===== src/sv/mbs_pkg.sv =====
// ----------------------------------------------------------------------------
// mbs_pkg
// Shared constants and types of the meshlet bounding sphere block.
// ----------------------------------------------------------------------------
`default_nettype none

package mbs_pkg;

  localparam int unsigned VertexDepth = 4096;
  localparam int unsigned VertexAw    = $clog2(VertexDepth);
  localparam int unsigned TriLimit    = 128;
  localparam int unsigned PointDepth  = TriLimit * 3;
  localparam int unsigned PointAw     = $clog2(PointDepth);
  localparam int unsigned SumW        = 41;
  localparam int unsigned DistW       = 68;
  localparam int unsigned RootSteps   = DistW / 2;

  // configuration register indexes
  localparam logic [7:0] CfgMaxTriangles = 8'd0;
  localparam logic [7:0] CfgVertexLimit  = 8'd1;

  typedef struct packed {
    logic signed [31:0] x;
    logic signed [31:0] y;
    logic signed [31:0] z;
  } point_t;

  typedef struct packed {
    logic [23:0]             first_index;
    logic [7:0]              tri_cnt;
    logic [PointAw-1:0]      ref_cnt;
    logic signed [SumW-1:0]  sum_x;
    logic signed [SumW-1:0]  sum_y;
    logic signed [SumW-1:0]  sum_z;
    logic                    bank;
  } meshlet_t;

  typedef struct packed {
    logic               en;
    logic               bank;
    logic [PointAw-1:0] addr;
    point_t             pt;
  } pt_wr_t;

  typedef enum logic [4:0] {
    BsIdle = 5'b00001,
    BsDiv  = 5'b00010,
    BsWalk = 5'b00100,
    BsRoot = 5'b01000,
    BsDone = 5'b10000
  } back_state_e;

endpackage

`default_nettype wire


===== src/sv/mbs_queue.sv =====
// ----------------------------------------------------------------------------
// mbs_queue
// Two-entry meshlet queue; the head stays until the back end is done.
// ----------------------------------------------------------------------------
`default_nettype none

module mbs_queue (
  input  logic              clk_i,
  input  logic              rst_ni,
  input  logic              push_i,
  input  mbs_pkg::meshlet_t entry_i,
  input  logic              pop_i,
  output logic              valid_o,
  output logic              full_o,
  output mbs_pkg::meshlet_t head_o
);

  mbs_pkg::meshlet_t ent_q [2];
  logic [1:0] cnt_q;
  logic [1:0] wr_pos;

  assign valid_o = cnt_q != 2'd0;
  assign full_o  = cnt_q == 2'd2;
  assign head_o  = ent_q[0];
  assign wr_pos  = cnt_q - 2'(pop_i);

  always_ff @(posedge clk_i or negedge rst_ni) begin
    if (!rst_ni) cnt_q <= '0;
    else         cnt_q <= cnt_q + 2'(push_i) - 2'(pop_i);
  end

  always_ff @(posedge clk_i) begin
    if (pop_i) ent_q[0] <= ent_q[1];
    if (push_i) begin
      if (wr_pos == 2'd0) ent_q[0] <= entry_i;
      else                ent_q[1] <= entry_i;
    end
  end

endmodule

`default_nettype wire


===== config.mk =====
export PLATFORM = sky130hd
export DESIGN_NAME = mbs_queue
export DESIGN_NICKNAME = d
export VERILOG_FILES = /design/src/sv/mbs_pkg.sv /design/src/sv/mbs_queue.sv
export SDC_FILE = /design/constraint.sdc
export NUM_CORES = 1
export LEC_CHECK = 0
export BUFFER_PORTS_ARGS = -buffer_cell sky130_fd_sc_hd__buf_4
export CELL_PAD_IN_SITES_DETAIL_PLACEMENT = 0
export CELL_PAD_IN_SITES_GLOBAL_PLACEMENT = 1
export CORE_MARGIN = 4
export CORE_UTILIZATION = 42
export CTS_BUF_LIST = sky130_fd_sc_hd__clkbuf_8
export DETAILED_ROUTE_END_ITERATION = 10
export PLACE_DENSITY_LB_ADDON = 0.1
export SYNTH_ARGS = -nofsm -noshare
export SYNTH_HDL_FRONTEND = slang
export SYNTH_SLANG_ARGS = --single-unit

===== constraint.sdc =====
create_clock -name clk_i -period 13.22 [get_ports clk_i]
set_clock_uncertainty 0.1 [all_clocks]
set_input_delay 2.644 -clock clk_i [delete_from_list [all_inputs] [get_ports clk_i]]
set_output_delay 2.644 -clock clk_i [all_outputs]
set_load 0.05 [all_outputs]

* Word level (Yosys, flattened, before mapping)
Memory sizes are Yosys's and may differ from the RTL's.
Cells that the tools add are included.
** Word-level totals
- Register bits :: 2
- RAM bits :: 330
- Output and inout bits :: 167
- Word-level logic and storage cells :: 18
- Memories kept :: 1
** Memory list
- ent_q :: words 2, width 165, read ports 2, clocked after Yosys merged registers in 0, write ports 2, line mbs_queue.sv:18 : mbs_pkg::meshlet_t ent_q [2];
** Cells by class
- Add/subtract/negate cells :: 3
- Equal/unequal tests :: 1
- Multiplexer cells :: 9
- Bitwise gates (word level) :: 1
- Reductions and logical operators :: 2
** Operator list (count)
- 165-bit 2-to-1 mux :: 1
- 1-bit 2-to-1 mux :: 8
- 2-bit by 1-bit subtractor with 2-bit output :: 2
- 2-bit by 1-bit adder with 2-bit output :: 1
- 2-bit equality test (second input constant) :: 1
- 2-bit zero test :: 1
- 2-bit nonzero test :: 1
- 1-bit bitwise OR :: 1

* Depth between registers and ports, before layout
Gate-level depths: netlist of the first run.
- Word-level depth :: 6
- Depth in mapped cells :: 8
- Mapped depth without buffers :: 5

* Least setup slack after synthesis of the first run
OpenSTA, ideal clock, no wires.
- Path type :: input to register
- From :: input pop_i
- To :: memory ent_q[0][165] (netlist bit) (enable)
- Arrival :: 14.909 ns
- Required time :: 12.176 ns
- Slack :: -2.733 ns
- Stages on the path :: 3
- Cells stage by stage :: ha_1 -> xnor2_1 -> a21boi_0
** RTL lines
- start, declared :: line mbs_queue.sv:12 : input logic pop_i,
- end, declared :: line mbs_queue.sv:18

==> impl_metrics.csv, run 1 <==
group,metric,value,unit
run_status,status,"finished, final reports clean",
sta,slew_headroom,28.6,%
sta,hold_violations,0,
cts,cts_buffers,56,
cells_and_area,area_growth,19.5,%
synth,yosys.area_share.simple,0.181,%
cts,cts.path.max_buffers,3,
routing,detail_route.first_pass.iterations,4,
synth,yosysMostFrequentCell,"edfxtp_1",
synth,synth_fa_ha_area_share,0.181,%
routing,vias,6275,
placed_design,dp_cells,1291,
synth,synthFlopType,"edfxtp_1",
placed_design,dp_slack,6.49,ns
floorplan,die_area,36000,µm²
sta,setup_viol,0,
critical_path,start_kind,"input port",
synth,synth_compound_area_share,0.0542,%
cells_and_area,final_nets,1078,
routing,ant_nets,0,
critical_path,worstSetupEndpointType,"flop",
sta,max_freq,165,MHz
synth,synth_edf_count,330,
cells_and_area,finalNonFillerCells,1393,
sta,timing.final.crit_share,45.8,%
routing,wl_per_cell,19.5,µm
synth,synthCells,692,
sta,slew_violations,0,
cts,cts.htree.levels,2,
critical_path,worstSetupPathType,"in2reg",
sta,worstMarginPinSlew,1.07,ns
critical_path,crit_slowest_cell,"buf_4",
cts,cts_setup_buffers,0,
cells_and_area,post-route-util,50.9,%
cts,cts_resized,0,
critical_path,required,13.30,ns
critical_path,crit_top_cell,"buf_4",
grt,antenna_found_initial,4,
grt,grt_pass1_vias,6814,
placed_design,port_buffers,335,
critical_path,worstPathMaxFanout,74,
sta,fin_tns_setup,0,ns
grt,overflow,0,
synth,syn_area,13900,µm²
routing,wl,27200,µm
sta,fin_ws,7.16,ns
floorplan,die_x,190,µm
cells_and_area,drive_gt1_share,60.7,%
synth,syn_nets,863,
routing,drt_iter0_drc,262,
synth,synth_top_area_cell,"edfxtp_1",
routing,viasPerCell,4.50,
run,drv_cap,0,
synth,synthXorXnorAreaFrac,0.126,%
cts,root_buffer,"clkbuf_8",
cts,cts_tree,"yes",
synth,synthTopCellsByCount,"330 x edfxtp_1, 165 x buf_4, 139 x mux2_4, 26 x mux2_2, 16 x buf_6",
placed_design,hpwl,18100,µm
cts,path_clk_slew,0.06,ns
synth,synth_top_family_by_area,"multiplexers",
placed_design,place_congestion,0.769,
cts,cts.sinks,332,
synth,ys_types,14,
routing,drcViolationCount,0,
synth,synth_top_area_share,71.5,%
synth,ys_top_cells_by_area,"edfxtp_1 72%, mux2_4 15%, buf_4 8.9%",
sta,hold-worst-slack,0.445,ns
power_and_ir_drop,p_leak,6.57,nW
critical_path,cp_data_arrival_time,6.14,ns
synth,ys_seq_area_share,71.9,%
grt,grt_pass1_wl,40200,µm
synth,syn_area_per_cell,20.0,µm²
grt,grt_max_degree,166,
sta,rsz0062_at_grt,"false",
power_and_ir_drop,power_density,241,nW/µm²
floorplan,core_area,32500,µm²
cts,hold_buffers,0,
critical_path,worst-path-buf-inv,3,
floorplan,die_height,190,µm
floorplan,rows,66,
synth,yosys-mux-area-fraction,17.2,%
critical_path,crit_chain,"buf_4, ha_1, xnor2_1, and3_4, or2_4, buf_4, buf_4",
critical_path,path_delay_family,"buffers and inverters",
synth,synth-seq-cells,332,
power_and_ir_drop,irDropWorstVdd,294,µV
min_path,hold_path_class,"reg2reg",
floorplan,initial_core_util,42.6,%
synth,yosys_warnings,0,
critical_path,slowest_delay,0.86,ns
floorplan,boundaryPins,336,
synth,async_flop_share,0.602,%
sta,min_period,6.06,ns
cts,clock_latency,0.57,ns
grt,grt_use_total,14.4,%
==> path summary, 6_finish.rpt <==
kind | from | end | slack, ns | cells after the start
max in group asynchronous | rst_ni | cnt_q[0]$_DFF_PN0_ | 11.18 | 1
worst max register to register | cnt_q[0]$_DFF_PN0_ | ent_q[0][128]$_DFFE_PP_ | 8.93 | 7
min in group asynchronous | rst_ni | cnt_q[1]$_DFF_PN0_ | 1.75 | 1
worst min register to register | ent_q[0][244]$_DFFE_PP_ | ent_q[0][79]$_DFFE_PP_ | 0.45 | 1
worst min-delay path | ent_q[0][244]$_DFFE_PP_ | ent_q[0][79]$_DFFE_PP_ | 0.45 | 1
worst max-delay path | pop_i | ent_q[0][128]$_DFFE_PP_ | 7.16 | 7
==> metal layers <==
layer | vias to the layer above | routed length (µm) | global-route usage [%]
met3 | 68 | 2840 | 6.62
met5 | - | 29 | 0
met2 | 251 | 12500 | 22.3
met4 | 4 | 873 | 5.34
met1 | 3074 | 10900 | 17.9
li1 | 2878 | - | -
==> logic make-up (layout without fill, tap and decap cells) <==
family | after synthesis | count (layout)
simple gates | 4 | 4
flops | 332 | 332
fa+ha+maj | 2 | 2
xor+xnor | 2 | 2
other cells | 0 | 2
buf+inv | 186 | 443
mux | 165 | 165
compound gates | 1 | 1
==> placed cells by master (no fill, tap or decap), types with 6 or more instances in the layout <==
| master | count |
|---|---|
| buf_4 | 340 |
| clkbuf_8 | 57 |
| clkinv_1 | 20 |
| clkinv_2 | 6 |
| edfxtp_1 | 330 |
| inv_1 | 16 |
| mux2_2 | 26 |
| mux2_4 | 139 |
==> cell type report <==
cell class | instances | area [µm²]
clock inverters | 43 | 203
inverters | 2 | 7.51
fillers | 2756 | 16000
clock buffers | 57 | 785
well taps | 442 | 553
flip-flops and latches | 332 | 9960
multi-input cells | 174 | 2470
diodes | 2 | 5.00
repair buffers | 341 | 2570
==> per-stage QoR <==
step / area, µm² / total power [W]
final: 16600 / 0.00399
after global routing: 16600 / 0.00416
after CTS: 16600 / 0.00405
after detailed placement: 15600 / 0.00321
after global placement: 15600 / 0.00319
after floorplan: 13900 / 0.00304
==> registers in the layout (all words and copies together) (netlist names) <==
register / count
ent_q: 330
cnt_q: 2
==> power by group <==
part | switching, W | internal [W]
Sequential | 0.0000866 | 0.00157
Combinational | 0.000967 | 0.000544
Clock | 0.000399 | 0.000418
Total | 0.00145 | 0.00253
Note: power is estimated with default switching activity, not from simulation.
==> run 2: changes to the inputs <==
==> constraint.sdc (replaced) <==
create_clock -name clk_i -period 5.37 [get_ports clk_i]
set_clock_uncertainty 0.1 [all_clocks]
set_input_delay 1.074 -clock clk_i [delete_from_list [all_inputs] [get_ports clk_i]]
set_output_delay 1.074 -clock clk_i [all_outputs]
set_load 0.05 [all_outputs]
==> impl_metrics.csv, run 2 (same netlist as run 1, synthesis figures left out) <==
group,metric,value,unit
sta,slew_violations,0,
critical_path,worst-path-buf-inv,3,
floorplan,initial_core_util,42.6,%
critical_path,crit_top_cell,"buf_12",
placed_design,place_congestion,0.772,
routing,viasPerCell,4.53,
floorplan,die_x,190,µm
placed_design,port_buffers,335,
critical_path,reg2reg_setup_slack,2.12,ns
critical_path,worstSetupPathType,"in2reg",
cts,cts.htree.levels,2,
sta,slew_headroom,10.4,%
critical_path,critPathLaunch,"pop_i",
critical_path,rr_worst_depth,7,
routing,wl,26900,µm
critical_path,worstSetupPathDepth,7,
grt,antenna_found_initial,1,
grt,grt_use_total,14.3,%
sta,rsz0062_at_grt,"false",
cells_and_area,area_growth,19.4,%
placed_design,hpwl,17700,µm
floorplan,rows,66,
floorplan,die_height,190,µm
critical_path,start_kind,"input port",
critical_path,required,5.57,ns
min_path,hold_path_class,"in2async",
power_and_ir_drop,irDropWorstVdd,708,µV
sta,timing.final.crit_share,65.1,%
sta,fin_tns_setup,0,ns
critical_path,worstPathMaxFanout,86,
critical_path,worstSetupEndpointType,"flop",
routing,wl_per_cell,19.4,µm
grt,grt_pass1_wl,40300,µm
routing,drt_iter0_drc,335,
critical_path,path_delay_family,"buffers and inverters",
critical_path,crit_slowest_cell,"buf_12",
grt,grt_pass1_vias,6834,
critical_path,r2r-end,"ent_q[0][7]$_DFFE_PP_",
cts,cts.sinks,332,
cts,clock_latency,0.56,ns
critical_path,timing.rr.start,"cnt_q[0]$_DFF_PN0_",
sta,setup_viol,0,
placed_design,dp_cells,1291,
critical_path,slowest_delay,0.54,ns
cells_and_area,nFillCells,2735,
cells_and_area,drive_gt1_share,60.4,%
routing,ant_nets,0,
grt,overflow,0,
cells_and_area,largest_registers,"ent_q: 330 flops, cnt_q: 2 flops",
cts,path_clk_slew,0.06,ns
cts,root_buffer,"clkbuf_8",
floorplan,core_area,32500,µm²
cells_and_area,final_common_cell,"buf_4",
critical_path,crit_chain,"buf_4, ha_1, xnor2_1, and3_4, buf_12, buf_12, mux2_2",
floorplan,die_area,36000,µm²
critical_path,crit_path_end,"ent_q[0][7]$_DFFE_PP_",
sta,hold_violations,0,
cells_and_area,post-route-util,50.9,%
cts,cts_setup_buffers,0,
sta,worstMarginPinSlew,1.34,ns
cts,cts.path.max_buffers,3,
routing,drcViolationCount,0,
cts,hold_buffers,0,
run,drv_cap,0,
cells_and_area,finalNonFillerCells,1387,
routing,vias,6289,
critical_path,cp_data_arrival_time,3.70,ns
cells_and_area,final_nets,1077,
grt,grt_max_degree,166,
cts,cts_buffers,55,
cts,cts_tree,"yes",
run_status,status,"finished, final reports clean",
cells_and_area,max_flop_register,"ent_q",
floorplan,boundaryPins,336,
sta,min_period,3.50,ns
routing,detail_route.first_pass.iterations,4,
power_and_ir_drop,power_density,587,nW/µm²
cells_and_area,largest_register_ffs,330,
cts,cts_resized,0,
cells_and_area,final_cell_mix,"336 x buf_4, 330 x edfxtp_1, 139 x mux2_4, 57 x clkbuf_8",
sta,max_freq,286,MHz
power_and_ir_drop,p_leak,6.60,nW
run 2: cell type report:
type	instances	area (µm²)	area share [%]
antenna	1	2.50	0.0151
multi-input combinational	174	2470	14.9
clock inverter	38	146	0.885
inverter	2	7.51	0.0454
sequential	332	9960	60.2
clock buffer	57	785	4.74
timing repair buffer	341	2620	15.8
tap	442	553	3.34
run 2: metrics by stage:
stage	setup slack (ns)	instance area, µm²	power, W	hold WS, ns
after floorplan	0.541	13900	0.00741	0.425
after global placement	1.42	15600	0.00785	0.430
after detailed placement	1.38	15600	0.00792	0.434
after CTS	2.00	16500	0.00986	0.131
after global routing	1.80	16500	0.0102	0.128
final	1.87	16500	0.00971	0.184
run 2: report_power, final:
part | leakage, nW | internal (W) | switching [W]
clock network | 0.567 | 0.000969 | 0.000934
registers | 3.24 | 0.00387 | 0.000210
logic | 2.79 | 0.00135 | 0.00238
run 2: worst min path at each step:
stage                                  startpoint                endpoint  slack (ns)
after floorplan           ent_q[0][165]$_DFFE_PP_   ent_q[0][0]$_DFFE_PP_        0.42
after global placement    ent_q[0][222]$_DFFE_PP_  ent_q[0][57]$_DFFE_PP_        0.43
after detailed placement  ent_q[0][205]$_DFFE_PP_  ent_q[0][40]$_DFFE_PP_        0.43
after CTS                                  rst_ni      cnt_q[0]$_DFF_PN0_        0.13
after global routing                       rst_ni      cnt_q[0]$_DFF_PN0_        0.13
final                                      rst_ni      cnt_q[0]$_DFF_PN0_        0.18
run 2: routing by layer:
metal / share of wire, % / track usage (%)
met5: 0.048 / 0
met4: 2.6 / 4.70
met3: 11 / 6.20
met2: 46 / 22.5
met1: 40 / 18.1
==> run 3: changes to the inputs <==
--- a/config.mk
+++ b/config.mk
@@ -9,7 +9,7 @@
 export CELL_PAD_IN_SITES_DETAIL_PLACEMENT = 0
 export CELL_PAD_IN_SITES_GLOBAL_PLACEMENT = 1
 export CORE_MARGIN = 4
-export CORE_UTILIZATION = 42
+export CORE_UTILIZATION = 47
 export CTS_BUF_LIST = sky130_fd_sc_hd__clkbuf_8
 export DETAILED_ROUTE_END_ITERATION = 10
 export PLACE_DENSITY_LB_ADDON = 0.1
==> constraint.sdc (replaced) <==
create_clock -name clk_i -period 3.6 [get_ports clk_i]
set_clock_uncertainty 0.1 [all_clocks]
set_input_delay 0.72 -clock clk_i [delete_from_list [all_inputs] [get_ports clk_i]]
set_output_delay 0.72 -clock clk_i [all_outputs]
set_load 0.05 [all_outputs]
==> impl_metrics.csv, run 3 (same netlist as run 1, synthesis figures left out) <==
group,metric,value,unit
run,drv_cap,0,
floorplan,die_height,180,µm
power_and_ir_drop,irDropWorstVdd,662,µV
cts,cts.path.max_buffers,3,
floorplan,rows,62,
routing,wl,26300,µm
sta,slew_violations,0,
grt,grt_pass1_vias,6816,
routing,vias,6231,
sta,max_freq,380,MHz
cts,root_buffer,"clkbuf_8",
routing,wl_per_cell,19.8,µm
cells_and_area,final_common_cell,"buf_4",
critical_path,start_kind,"flop",
placed_design,hpwl,17600,µm
run_status,status,"finished, final reports clean",
cts,path_clk_slew,0.06,ns
critical_path,worstSetupEndpointType,"flop",
sta,rsz0062_at_grt,"false",
sta,hold_violations,0,
routing,detail_route.first_pass.iterations,4,
grt,grt_pass1_wl,39900,µm
cells_and_area,multiInputGateArea,2500,µm²
critical_path,cp_data_arrival_time,2.82,ns
grt,antenna_found_initial,1,
cts,cts.htree.levels,2,
floorplan,die_x,180,µm
sta,worstMarginPinSlew,0.963,ns
sta,hold-worst-slack,0.247,ns
grt,grt_use_total,15.7,%
routing,viasPerCell,4.68,
sta,setup_viol,0,
cts,cts.sinks,332,
power_and_ir_drop,power_density,884,nW/µm²
cells_and_area,largest_registers,"ent_q: 330 flops, cnt_q: 2 flops",
cells_and_area,largest_register_ffs,330,
sta,timing.final.crit_share,73.2,%
critical_path,crit_chain,"inv_1, ha_4, xnor2_4, and3_4, buf_12, mux2_2",
sta,min_period,2.63,ns
power_and_ir_drop,p_leak,6.63,nW
critical_path,slowest_delay,0.49,ns
cells_and_area,post-route-util,57.4,%
placed_design,place_congestion,0.739,
min_path,hold_path_class,"in2reg",
floorplan,boundaryPins,336,
critical_path,worstSetupPathType,"reg2reg",
cells_and_area,finalNonFillerCells,1331,
placed_design,dp_cells,1234,
routing,ant_nets,0,
cells_and_area,nFillCells,2202,
floorplan,core_area,28900,µm²
cts,cts_setup_buffers,0,
routing,drcViolationCount,0,
cells_and_area,area_growth,19.6,%
sta,fin_ws,0.966,ns
critical_path,worstPathMaxFanout,113,
cts,clock_latency,0.55,ns
routing,drt_iter0_drc,366,
cells_and_area,final_cell_mix,"336 x buf_4, 330 x edfxtp_1, 139 x mux2_4, 55 x clkbuf_8",
cts,cts_buffers,54,
cts,cts_tree,"yes",
cells_and_area,drive_gt1_share,60.6,%
cells_and_area,max_flop_register,"ent_q",
grt,grt_max_degree,114,
floorplan,die_area,32300,µm²
critical_path,required,3.79,ns
placed_design,dp_slack,0.614,ns
grt,overflow,0,
cells_and_area,final_cell_area,16600,µm²
cells_and_area,final_nets,1078,
placed_design,port_buffers,335,
critical_path,crit_slowest_cell,"buf_12",
placed_design,post_dp_cell_area,15600,µm²
sta,slew_headroom,35.8,%
cells_and_area,ff_latch_area,9960,µm²
floorplan,initial_core_util,48.0,%
[run 3: through the flow]
stage / TNS, ns / total power, W
floorplan: -137.28 / 0.0111
global placement: 0 / 0.0117
detailed placement: 0 / 0.0118
CTS: 0 / 0.0149
global route: 0 / 0.0153
finish: 0 / 0.0146
[run 3: repair_timing]
item,in CTS,in global routing
hold buffers,1,0
endpoints found under the setup margin,0,0
gates resized for setup,0,0
hold endpoints to repair,2,0
[run 3: per-layer routing]
layer	up-vias	wire length, µm	track usage, %
li1	2864	-	-
met4	0	659	4.75
met3	44	2560	6.89
met1	3070	10500	19.1
met2	253	12600	25.4
met5	-	0	0
[run 3: worst max-delay path, delay by kind of cell (launching register included)]
family	cells	cell delay [ns]
xor gates and xnor gates	1	0.22
DFF	1	0.36
muxes	1	0.42
buffers and inverters	2	0.57
adders and majority gates	1	0.18
and+or+nand+nor	1	0.26
[run 3: final timing paths]
| path | from | to | slack (ns) | cells past startpoint |
|---|---|---|---|---|
| max in group asynchronous | rst_ni | cnt_q[1]$_DFF_PN0_ | 2.91 | 2 |
| max | cnt_q[0]$_DFF_PN0_ | ent_q[0][0]$_DFFE_PP_ | 0.97 | 6 |
| min | entry_i[163] | ent_q[0][328]$_DFFE_PP_ | 0.25 | 1 |
| min in group asynchronous | rst_ni | cnt_q[0]$_DFF_PN0_ | 0.40 | 2 |
| max reg2reg | cnt_q[0]$_DFF_PN0_ | ent_q[0][0]$_DFFE_PP_ | 0.97 | 6 |
| min reg2reg | ent_q[0][306]$_DFFE_PP_ | ent_q[0][141]$_DFFE_PP_ | 0.44 | 1 |
[run 3: final cells by class]
| cell class | count | share of cell area [%] |
|---|---|---|
| multi-input cells | 174 | 15.1 |
| inverters | 2 | 0.0453 |
| well taps | 384 | 2.90 |
| flip-flops and latches | 332 | 60.1 |
| clock buffers | 55 | 4.57 |
| diodes | 1 | 0.0151 |
| clock inverters | 40 | 1.26 |
| repair buffers | 343 | 16.0 |
[run 3: where the power goes]
part | switching [W] | internal (W) | total [W]
Sequential | 0.000313 | 0.00575 | 0.00607
Clock | 0.00140 | 0.00155 | 0.00295
Combinational | 0.00356 | 0.00207 | 0.00563
Total | 0.00527 | 0.00938 | 0.0146
